`config.mk`:
```
export PLATFORM = sky130hd
export DESIGN_NAME = chained_hash_table
export DESIGN_NICKNAME = d
export VERILOG_FILES = /design/src/sv/cht_pkg.sv /design/src/sv/chained_hash_table.sv /design/src/sv/cht_node_mem.sv /design/src/sv/cht_free_list.sv
export SDC_FILE = /design/constraint.sdc
export NUM_CORES = 2
export LEC_CHECK = 0
export ABC_AREA = 1
export BUFFER_PORTS_ARGS = -buffer_cell sky130_fd_sc_hd__buf_2
export CAP_MARGIN = 15
export CORE_ASPECT_RATIO = 0.6
export CORE_MARGIN = 2
export CORE_UTILIZATION = 60
export CTS_CLUSTER_DIAMETER = 30
export DETAILED_ROUTE_END_ITERATION = 10
export PLACE_DENSITY = 0.76
export SETUP_SLACK_MARGIN = 0.15
export SYNTH_ARGS = -nofsm -noshare
export SYNTH_HDL_FRONTEND = slang
export SYNTH_HIERARCHICAL = 1
export SYNTH_SLANG_ARGS = --single-unit
```
`constraint.sdc`:
```
create_clock -name clock -period 16.3 [get_ports clock]
set_input_delay 3.26 -clock clock [delete_from_list [all_inputs] [get_ports clock]]
set_output_delay 3.26 -clock clock [all_outputs]
set_load 0.01 [all_outputs]
```
`src/sv/cht_pkg.sv`:
```
// ----------------------------------------------------------------------------
// Chained hash table package
// Sizes, operation and status codes, and the command/status structs that
// pass between the sequencer, the node store and the free list.
// ----------------------------------------------------------------------------
package cht_pkg;

   localparam int NUM_BUCKETS = 8;
   localparam int POOL_DEPTH  = 64;
   localparam int KEY_WIDTH   = 32;
   localparam int VALUE_WIDTH = 32;

   localparam int BUCKET_BITS = $clog2(NUM_BUCKETS);
   localparam int NODE_BITS   = $clog2(POOL_DEPTH);
   localparam int LINK_BITS   = $clog2(POOL_DEPTH + 1);
   localparam int COUNT_BITS  = $clog2(POOL_DEPTH + 1);

   localparam int FUNC_WIDTH   = 1;
   localparam int STATUS_WIDTH = 2;
   localparam int INDEX_WIDTH  = 3;
   localparam int FILL_WIDTH   = 7;
   localparam int COUNT_WIDTH  = 7;

   localparam logic [LINK_BITS-1:0] NULL_LINK = LINK_BITS'(POOL_DEPTH);

   localparam logic [FUNC_WIDTH-1:0] FUNC_INSERT = 1'b0;
   localparam logic [FUNC_WIDTH-1:0] FUNC_ERASE  = 1'b1;

   localparam logic [STATUS_WIDTH-1:0] STATUS_DONE      = 2'd0;
   localparam logic [STATUS_WIDTH-1:0] STATUS_NOT_FOUND = 2'd1;
   localparam logic [STATUS_WIDTH-1:0] STATUS_POOL_FULL = 2'd2;

   typedef struct packed {
      logic                   rd_en;
      logic [NODE_BITS-1:0]   rd_addr;
      logic                   wr_en;
      logic                   wr_all;
      logic [NODE_BITS-1:0]   wr_addr;
      logic [KEY_WIDTH-1:0]   wr_key;
      logic [VALUE_WIDTH-1:0] wr_value;
      logic [LINK_BITS-1:0]   wr_link;
   } node_cmd_type;

   typedef struct packed {
      logic                 pop_rd;
      logic                 pop;
      logic                 push;
      logic [NODE_BITS-1:0] push_node;
   } free_cmd_type;

   typedef struct packed {
      logic                 empty;
      logic                 full;
      logic [NODE_BITS-1:0] pop_node;
   } free_stat_type;

endpackage

```
`src/sv/chained_hash_table.sv`:
```
// ----------------------------------------------------------------------------
// Chained hash table
// Separate chaining hash table over a fixed node pool, one request at a time.
//
// A request (req_func, req_key, req_value) is taken on req_valid && req_ready.
// The bucket is the key modulo the bucket count. Insert pops a free node and
// links it at the head of the bucket chain; erase walks the chain and unlinks
// the first node with an equal key. Each request gives one response with the
// status, bucket, bucket fill and total entry count after the operation.
// An insert passes through S_POP and S_DONE; pool full goes straight to S_DONE.
// Erase spends one S_CHECK state per chain node visited, set by the single
// registered read port of the node store; an empty bucket goes to S_DONE.
// req_ready returns in the same cycle as rsp_valid, so a new request is
// taken only once the last one is through.
// req_ready is high only while no request is in work. A finished response
// waits in the output register while rsp_ready is low, and the next request
// can already be taken; the sequencer then holds its result until the
// output register frees. Reset empties all buckets and frees every node;
// no clearing pass is needed, the block is ready in the cycle after reset.
// ----------------------------------------------------------------------------
module chained_hash_table
   import cht_pkg::*;
(
   input  logic                    clock,
   input  logic                    reset,
   input  logic                    req_valid,
   output logic                    req_ready,
   input  logic [FUNC_WIDTH-1:0]   req_func,
   input  logic [KEY_WIDTH-1:0]    req_key,
   input  logic [VALUE_WIDTH-1:0]  req_value,
   output logic                    rsp_valid,
   input  logic                    rsp_ready,
   output logic [STATUS_WIDTH-1:0] rsp_status,
   output logic [INDEX_WIDTH-1:0]  rsp_bucket_index,
   output logic [FILL_WIDTH-1:0]   rsp_bucket_fill,
   output logic [COUNT_WIDTH-1:0]  rsp_entry_count
);

   localparam logic [1:0] S_IDLE  = 2'd0;
   localparam logic [1:0] S_POP   = 2'd1;
   localparam logic [1:0] S_CHECK = 2'd2;
   localparam logic [1:0] S_DONE  = 2'd3;

   logic [1:0]              state_ff, state_in;
   logic [KEY_WIDTH-1:0]    key_ff, key_in;
   logic [VALUE_WIDTH-1:0]  value_ff, value_in;
   logic [BUCKET_BITS-1:0]  bucket_ff, bucket_in;
   logic [NODE_BITS-1:0]    cur_ff, cur_in;
   logic [LINK_BITS-1:0]    prev_ff, prev_in;
   logic [STATUS_WIDTH-1:0] status_ff, status_in;
   logic [LINK_BITS-1:0]    head_ff [NUM_BUCKETS];
   logic [LINK_BITS-1:0]    head_in [NUM_BUCKETS];
   logic [COUNT_BITS-1:0]   len_ff  [NUM_BUCKETS];
   logic [COUNT_BITS-1:0]   len_in  [NUM_BUCKETS];
   logic [COUNT_BITS-1:0]   total_ff, total_in;

   logic                    rsp_valid_ff, rsp_valid_in;
   logic [STATUS_WIDTH-1:0] rsp_status_ff, rsp_status_in;
   logic [INDEX_WIDTH-1:0]  rsp_index_ff, rsp_index_in;
   logic [FILL_WIDTH-1:0]   rsp_fill_ff, rsp_fill_in;
   logic [COUNT_WIDTH-1:0]  rsp_count_ff, rsp_count_in;

   node_cmd_type           node_cmd;
   logic [KEY_WIDTH-1:0]   rd_key;
   logic [LINK_BITS-1:0]   rd_link;
   free_cmd_type           free_cmd;
   free_stat_type          free_stat;
   logic [BUCKET_BITS-1:0] req_bucket;
   logic [LINK_BITS-1:0]   req_head;

   cht_node_mem u_node_mem (
      .clock   (clock),
      .cmd     (node_cmd),
      .rd_key  (rd_key),
      .rd_link (rd_link)
   );

   cht_free_list u_free_list (
      .clock (clock),
      .reset (reset),
      .cmd   (free_cmd),
      .stat  (free_stat)
   );

   assign req_ready  = (state_ff == S_IDLE);
   assign req_bucket = BUCKET_BITS'(req_key % NUM_BUCKETS);
   assign req_head   = head_ff[req_bucket];

   always_comb begin
      state_in  = state_ff;
      key_in    = key_ff;
      value_in  = value_ff;
      bucket_in = bucket_ff;
      cur_in    = cur_ff;
      prev_in   = prev_ff;
      status_in = status_ff;
      head_in   = head_ff;
      len_in    = len_ff;
      total_in  = total_ff;

      rsp_valid_in  = rsp_valid_ff && !rsp_ready;
      rsp_status_in = rsp_status_ff;
      rsp_index_in  = rsp_index_ff;
      rsp_fill_in   = rsp_fill_ff;
      rsp_count_in  = rsp_count_ff;

      node_cmd          = '0;
      node_cmd.wr_key   = key_ff;
      node_cmd.wr_value = value_ff;
      free_cmd          = '0;
      free_cmd.push_node = cur_ff;

      unique case (state_ff)
         S_IDLE: begin
            if (req_valid) begin
               key_in    = req_key;
               value_in  = req_value;
               bucket_in = req_bucket;
               prev_in   = NULL_LINK;
               if (req_func == FUNC_INSERT) begin
                  if (free_stat.empty) begin
                     status_in = STATUS_POOL_FULL;
                     state_in  = S_DONE;
                  end else begin
                     free_cmd.pop_rd = 1'b1;
                     state_in        = S_POP;
                  end
               end else if (req_head >= LINK_BITS'(POOL_DEPTH)) begin
                  status_in = STATUS_NOT_FOUND;
                  state_in  = S_DONE;
               end else begin
                  node_cmd.rd_en   = 1'b1;
                  node_cmd.rd_addr = req_head[NODE_BITS-1:0];
                  cur_in           = req_head[NODE_BITS-1:0];
                  state_in         = S_CHECK;
               end
            end
         end
         S_POP: begin
            node_cmd.wr_en    = 1'b1;
            node_cmd.wr_all   = 1'b1;
            node_cmd.wr_addr  = free_stat.pop_node;
            node_cmd.wr_link  = head_ff[bucket_ff];
            head_in[bucket_ff] = LINK_BITS'(free_stat.pop_node);
            len_in[bucket_ff]  = len_ff[bucket_ff] + COUNT_BITS'(1);
            total_in           = total_ff + COUNT_BITS'(1);
            free_cmd.pop       = 1'b1;
            status_in          = STATUS_DONE;
            state_in           = S_DONE;
         end
         S_CHECK: begin
            if (rd_key == key_ff) begin
               if (prev_ff == NULL_LINK) begin
                  head_in[bucket_ff] = rd_link;
               end else begin
                  node_cmd.wr_en   = 1'b1;
                  node_cmd.wr_addr = prev_ff[NODE_BITS-1:0];
                  node_cmd.wr_link = rd_link;
               end
               if (len_ff[bucket_ff] != '0) begin
                  len_in[bucket_ff] = len_ff[bucket_ff] - COUNT_BITS'(1);
               end
               if (total_ff != '0) begin
                  total_in = total_ff - COUNT_BITS'(1);
               end
               free_cmd.push = !free_stat.full;
               status_in     = STATUS_DONE;
               state_in      = S_DONE;
            end else if (rd_link < LINK_BITS'(POOL_DEPTH)) begin
               node_cmd.rd_en   = 1'b1;
               node_cmd.rd_addr = rd_link[NODE_BITS-1:0];
               prev_in          = LINK_BITS'(cur_ff);
               cur_in           = rd_link[NODE_BITS-1:0];
            end else begin
               status_in = STATUS_NOT_FOUND;
               state_in  = S_DONE;
            end
         end
         S_DONE: begin
            if (!rsp_valid_ff || rsp_ready) begin
               rsp_valid_in  = 1'b1;
               rsp_status_in = status_ff;
               rsp_index_in  = INDEX_WIDTH'(bucket_ff);
               rsp_fill_in   = FILL_WIDTH'(len_ff[bucket_ff]);
               rsp_count_in  = COUNT_WIDTH'(total_ff);
               state_in      = S_IDLE;
            end
         end
         default: begin
            state_in = S_IDLE;
         end
      endcase
   end

   always_ff @(posedge clock) begin
      if (reset) begin
         state_ff     <= S_IDLE;
         rsp_valid_ff <= 1'b0;
         total_ff     <= '0;
         for (int i = 0; i < NUM_BUCKETS; i++) begin
            head_ff[i] <= NULL_LINK;
            len_ff[i]  <= '0;
         end
      end else begin
         state_ff     <= state_in;
         rsp_valid_ff <= rsp_valid_in;
         total_ff     <= total_in;
         head_ff      <= head_in;
         len_ff       <= len_in;
      end
   end

   always_ff @(posedge clock) begin
      key_ff        <= key_in;
      value_ff      <= value_in;
      bucket_ff     <= bucket_in;
      cur_ff        <= cur_in;
      prev_ff       <= prev_in;
      status_ff     <= status_in;
      rsp_status_ff <= rsp_status_in;
      rsp_index_ff  <= rsp_index_in;
      rsp_fill_ff   <= rsp_fill_in;
      rsp_count_ff  <= rsp_count_in;
   end

   assign rsp_valid        = rsp_valid_ff;
   assign rsp_status       = rsp_status_ff;
   assign rsp_bucket_index = rsp_index_ff;
   assign rsp_bucket_fill  = rsp_fill_ff;
   assign rsp_entry_count  = rsp_count_ff;

endmodule

```
`src/sv/cht_node_mem.sv`:
```
// ----------------------------------------------------------------------------
// Node store
// Key, value and link memories of the node pool; one write port and one
// registered read port for key and link.
// ----------------------------------------------------------------------------
module cht_node_mem
   import cht_pkg::*;
(
   input  logic                 clock,
   input  node_cmd_type         cmd,
   output logic [KEY_WIDTH-1:0] rd_key,
   output logic [LINK_BITS-1:0] rd_link
);

   logic [KEY_WIDTH-1:0]   key_mem   [POOL_DEPTH];
   logic [VALUE_WIDTH-1:0] value_mem [POOL_DEPTH];
   logic [LINK_BITS-1:0]   link_mem  [POOL_DEPTH];

   logic [KEY_WIDTH-1:0] rd_key_ff;
   logic [LINK_BITS-1:0] rd_link_ff;

   always_ff @(posedge clock) begin
      if (cmd.wr_en) begin
         link_mem[cmd.wr_addr] <= cmd.wr_link;
         if (cmd.wr_all) begin
            key_mem[cmd.wr_addr]   <= cmd.wr_key;
            value_mem[cmd.wr_addr] <= cmd.wr_value;
         end
      end
      if (cmd.rd_en) begin
         rd_key_ff  <= key_mem[cmd.rd_addr];
         rd_link_ff <= link_mem[cmd.rd_addr];
      end
   end

   assign rd_key  = rd_key_ff;
   assign rd_link = rd_link_ff;

endmodule

```
`src/sv/cht_free_list.sv`:
```
// ----------------------------------------------------------------------------
// Free node list
// Stack of free node indexes. Entries never written read as their reset
// index, tracked with one valid bit per entry.
// ----------------------------------------------------------------------------
module cht_free_list
   import cht_pkg::*;
(
   input  logic          clock,
   input  logic          reset,
   input  free_cmd_type  cmd,
   output free_stat_type stat
);

   logic [NODE_BITS-1:0] stack_mem [POOL_DEPTH];
   logic [POOL_DEPTH-1:0] written_ff, written_in;
   logic [LINK_BITS-1:0]  top_ff, top_in;
   logic [NODE_BITS-1:0]  rd_addr;
   logic [NODE_BITS-1:0]  wr_addr;
   logic [NODE_BITS-1:0]  rd_data_ff;
   logic [NODE_BITS-1:0]  rd_addr_ff;
   logic                  rd_written_ff;

   assign rd_addr = NODE_BITS'(top_ff - LINK_BITS'(1));
   assign wr_addr = top_ff[NODE_BITS-1:0];

   always_comb begin
      top_in     = top_ff;
      written_in = written_ff;
      if (cmd.pop) begin
         top_in = top_ff - LINK_BITS'(1);
      end else if (cmd.push) begin
         top_in            = top_ff + LINK_BITS'(1);
         written_in[wr_addr] = 1'b1;
      end
   end

   always_ff @(posedge clock) begin
      if (reset) begin
         top_ff     <= LINK_BITS'(POOL_DEPTH);
         written_ff <= '0;
      end else begin
         top_ff     <= top_in;
         written_ff <= written_in;
      end
   end

   always_ff @(posedge clock) begin
      if (cmd.push && !cmd.pop) begin
         stack_mem[wr_addr] <= cmd.push_node;
      end
      if (cmd.pop_rd) begin
         rd_data_ff    <= stack_mem[rd_addr];
         rd_written_ff <= written_ff[rd_addr];
         rd_addr_ff    <= rd_addr;
      end
   end

   assign stat.empty    = (top_ff == '0);
   assign stat.full     = (top_ff >= LINK_BITS'(POOL_DEPTH));
   assign stat.pop_node = rd_written_ff ? rd_data_ff
                                        : NODE_BITS'(POOL_DEPTH - 1) - rd_addr_ff;

endmodule
```
# == Word-level counts from Yosys, hierarchy flattened ==
# Memory sizes are Yosys's and may differ from the RTL's. A register that Yosys moved wholly into a read port is not among the register bits.
# Index checks and enable logic that the tools add are counted.
# word_totals
ff_bits,269
mem_bits_rw,2880
in_bits,69
out_inout_bits,21
word_cells,187
memories,3
# memory_table
name,words,width,rd,rd_ports_with_merged_regs,wr,line_no,source
u_node_mem.key_mem,64,32,1,1,1,cht_node_mem.sv:15,logic [KEY_WIDTH-1:0] key_mem [POOL_DEPTH];
u_node_mem.link_mem,64,7,1,1,1,cht_node_mem.sv:17,logic [LINK_BITS-1:0] link_mem [POOL_DEPTH];
u_free_list.stack_mem,64,6,1,1,1,cht_free_list.sv:15,logic [NODE_BITS-1:0] stack_mem [POOL_DEPTH];
# classes
add_sub_neg,7
n_lt_le_gt_ge,9
n_eq_ne,18
n_mux,87
bitwise,4
reduce_logical,27
# ops
op,count
56-bit bitwise mux,4
56-bit two-way mux,4
56-bit one-hot mux with 2 select lines,2
7-bit two-way mux,21
64-bit bitwise OR,1
7-bit binary-select mux with 3-bit select,3
7-bit one-hot mux with 2 select lines,4
6-bit two-way mux,8
32-bit equality test,1
2-bit two-way mux,12
6-bit one-hot mux with 2 select lines,2
7-bit by 1-bit adder with 7-bit output (second input constant),3
7-bit demux with 3-bit select,1
1-bit two-way mux,21
7-bit by 1-bit subtractor with 7-bit output (second input constant),3
2-bit inequality test (second input constant),9
7-bit greater-or-equal comparator (second input constant),2
6-bit by 7-bit less-than comparator with 1-bit output (second input constant),2
7-bit nonzero test,2
3-bit AND reduction,4
4-bit greater-or-equal comparator (second input constant),2
3-bit NOT with 4-bit output,2
2-bit one-hot mux with 4 select lines,1
7-bit equality test (second input constant),1
26 further kinds,37

# == Longest topological paths before layout ==
# depth
depth_word,9
mapped_depth,25
ltp_nobuf,20

# == By module ==
# The synthesis kept the hierarchy.
# by_module_without_submodules
module,instances,cells_each,area_each_um2
cht_node_mem,1,8319,101857.7
cht_free_list,1,2049,19989.2
chained_hash_table,1,1452,11349.6

# == Least setup slack after synthesis ==
# OpenSTA, ideal clock, no wires.
# synth_timing
path_type,input to register
start,input req_valid
end,"register u_node_mem.rd_key_ff[17] (netlist: u_node_mem/rd_key[17]), read port of u_node_mem.key_mem, data pin"
setup_time_ps,253
arrival_time_ps,6299
slack_ps,9748
cell_stages,17
n_path_buf,4
cell_sequence,nand2_1 -> inv_1 -> nand2_1 -> o22ai_1 -> buf_6 -> inv_4 -> buf_6 -> buf_4 -> buf_4 -> nand2_1 -> nand3_1 -> nand3_1 -> nand3_1 -> nand3_1 -> nand2_1 -> nand2_1 -> nand2_1
# synth_rtl
element,line_no,source
start: declaration,chained_hash_table.sv:26,"input logic req_valid,"
end: declaration,cht_node_mem.sv:19,logic [KEY_WIDTH-1:0] rd_key_ff;

==> impl_metrics.json <==
{
  "layout-drive-gt1-share_pct": 9.58,
  "p_leak_nw": 54.0,
  "vias": 93600,
  "ys_warn_count": 6,
  "syn_area_per_cell_um2": 11.2,
  "cts_hold_buf": 0,
  "cp-end-kind": "flop",
  "fin_worst_skew_ns": 0.0396,
  "final_area_mm2": 0.149,
  "cp.required_ns": 17.04,
  "postRouteAntennaNets": 0,
  "postCtsSetupRepairBufs": 0,
  "die_area_mm2": 0.224,
  "slowest_delay_ns": 1.01,
  "rsz0062_at_grt": "false",
  "ios": 90,
  "synth_area_mm2": 0.132,
  "post_cts_resized": 0,
  "worst_path_most_repeated_cell": "nand2_1",
  "gp_congestion": 0.895,
  "arrival_ns": 10.93,
  "relSlewSlack_pct": 18.2,
  "worst_pin_slew_ns": 1.23,
  "dpl_cell_area_mm2": 0.134,
  "clk_latency_ns": 0.90,
  "crit_buf_inv": 6,
  "cts_buffer_depth": 4,
  "cts.clk_slew.worst_paths_ns": 0.06,
  "status": "completed",
  "vias_per_cell": 6.24,
  "stdcell_count": 15000,
  "hold_viol_final": 0,
  "synth_nets": 11900,
  "post-place-cells": 14200,
  "syn_inst": 11800,
  "area_delta_synth_final_pct": 12.3,
  "htree_levels": 5,
  "cp_max_fo": 100,
  "hp-class": "flop to flop",
  "hpwl_mm": 195,
  "max_cap_violations": 0,
  "grt_pass1_vias": 89100,
  "finalMaxSlewViolations": 0,
  "wl_mm": 369,
  "power_density_mw_per_mm2": 165,
  "path_class": "input port to flop",
  "num_rows": 133,
  "start_kind": "input port",
  "fin_util_pct": 67.8,
  "crit_slowest_cell": "buf_4",
  "period_share_pct": 62.5,
  "drc": 0,
  "die_x_um": 610,
  "core_area_mm2": 0.219,
  "wire_per_inst_um": 24.6,
  "setup_tns_ns": 0,
  "clock-root-buffer": "clkbuf_16",
  "grt_max_degree": 257,
  "fin_nets": 11800,
  "start_util_pct": 60.4,
  "cts_tree": "yes",
  "regArea_mm2": 0.0939,
  "cp_top_family": "buffers and inverters",
  "cts-buffers-inserted": 414,
  "drtIter0Drc": 16500,
  "grt_first_pass_wirelength_mm": 546,
  "max_freq_mhz": 98.2,
  "path_cells": "buf_2 -> clkinv_1 -> nand2_1 -> nand3_1 -> nand3_1 -> nand2_1 -> nor2_1 -> nand2_1 -> o22ai_4 -> buf_4 -> buf_4 -> buf_4 -> buf_4 -> nand2_1 -> nand3_1 -> nand3_1 -> nand3_1 -> nand3_1 -> nand2_1 -> nand2_1 -> nand2_1",
  "finalSetupViolations": 0,
  "multi_input_area_mm2": 0.0333,
  "overflow": 0,
  "grt_antenna_before_repair": 13,
  "first_pass_iters": 7,
  "port_buffers": 57,
  "die_h_um": 368,
  "grt_use_total_pct": 32.5,
  "power.total_w": 0.0245,
  "fillers": 14700,
  "ir_drop_mv": 0.174,
  "finalCriticalPeriod_ns": 10.18,
  "clock-sinks": 3191
}
==> per-layer routing <==
layer | vias to the layer above | share of wire [%] | global-route usage [%]
li1 | 40900 | - | -
met1 | 44900 | 38 | 47.8
met2 | 6907 | 42 | 46.2
met3 | 894 | 17 | 10.5
met4 | 14 | 2.9 | 9.87
met5 | - | 0.024 | 0
==> sequential cells by signal, summed over array words and instances (netlist names), 32 cells and up <==
register and flops:
len_ff 56, head_ff 56, u_node_mem/key_mem 2048, u_free_list/written_ff 64, u_node_mem/rd_key 32, u_node_mem/link_mem 448
u_free_list/stack_mem 384, key_ff 32
==> power breakdown <==
part | switching [W] | internal, W | total, W
combinational | 0.00423 | 0.00122 | 0.00546
clock | 0.00374 | 0.00555 | 0.00929
sequential | 0.000131 | 0.00963 | 0.00977
total | 0.00810 | 0.0164 | 0.0245
==> stage by stage <==
stage                     hold slack (ns)  setup WS [ns]
after floorplan                     0.400          10.33
after global placement              0.425           5.81
after detailed placement            0.428           5.74
after CTS                           0.453           6.61
after global routing                0.456           5.87
final                               0.446           6.12
==> path summary, 6_finish.rpt <==
| kind | slack, ns | cells past startpoint | start | end |
|---|---|---|---|---|
| min | 0.45 | 0 | status_ff[0] | rsp_status[0] |
| min reg2reg | 0.45 | 0 | status_ff[0] | rsp_status[0] |
| max | 6.12 | 21 | req_key[0] | u_node_mem/rd_key[0] |
| max reg2reg | 9.01 | 22 | key_ff[26] | u_node_mem/rd_key[22] |
==> layout by cell type, fill, tap and decap left out, drive strengths merged, types with 9 or more instances in the layout <==
| cell type | instances |
|---|---|
| a21oi | 55 |
| xnor2 | 31 |
| o211ai | 9 |
| dfxtp | 193 |
| clkbuf | 446 |
| clkinv | 136 |
| o21ai | 102 |
| buf | 262 |
| ha | 16 |
| nor3 | 87 |
| nand2 | 3792 |
| bufinv | 44 |
| inv | 501 |
| nand3 | 2665 |
| clkinvlp | 45 |
| nor2 | 641 |
| edfxtp | 2998 |
| nand4 | 17 |
| o22ai | 20 |
==> layout make-up <==
type,count,area share [%]
sequential,3191,63.2
multi-input combinational,7477,22.4
clock buffer,446,7.17
tap,2902,2.44
clock inverter,326,2.42
timing repair buffer,262,1.31
inverter,400,1.05
antenna,4,0.00674
Power figures use the tool's default switching activity.
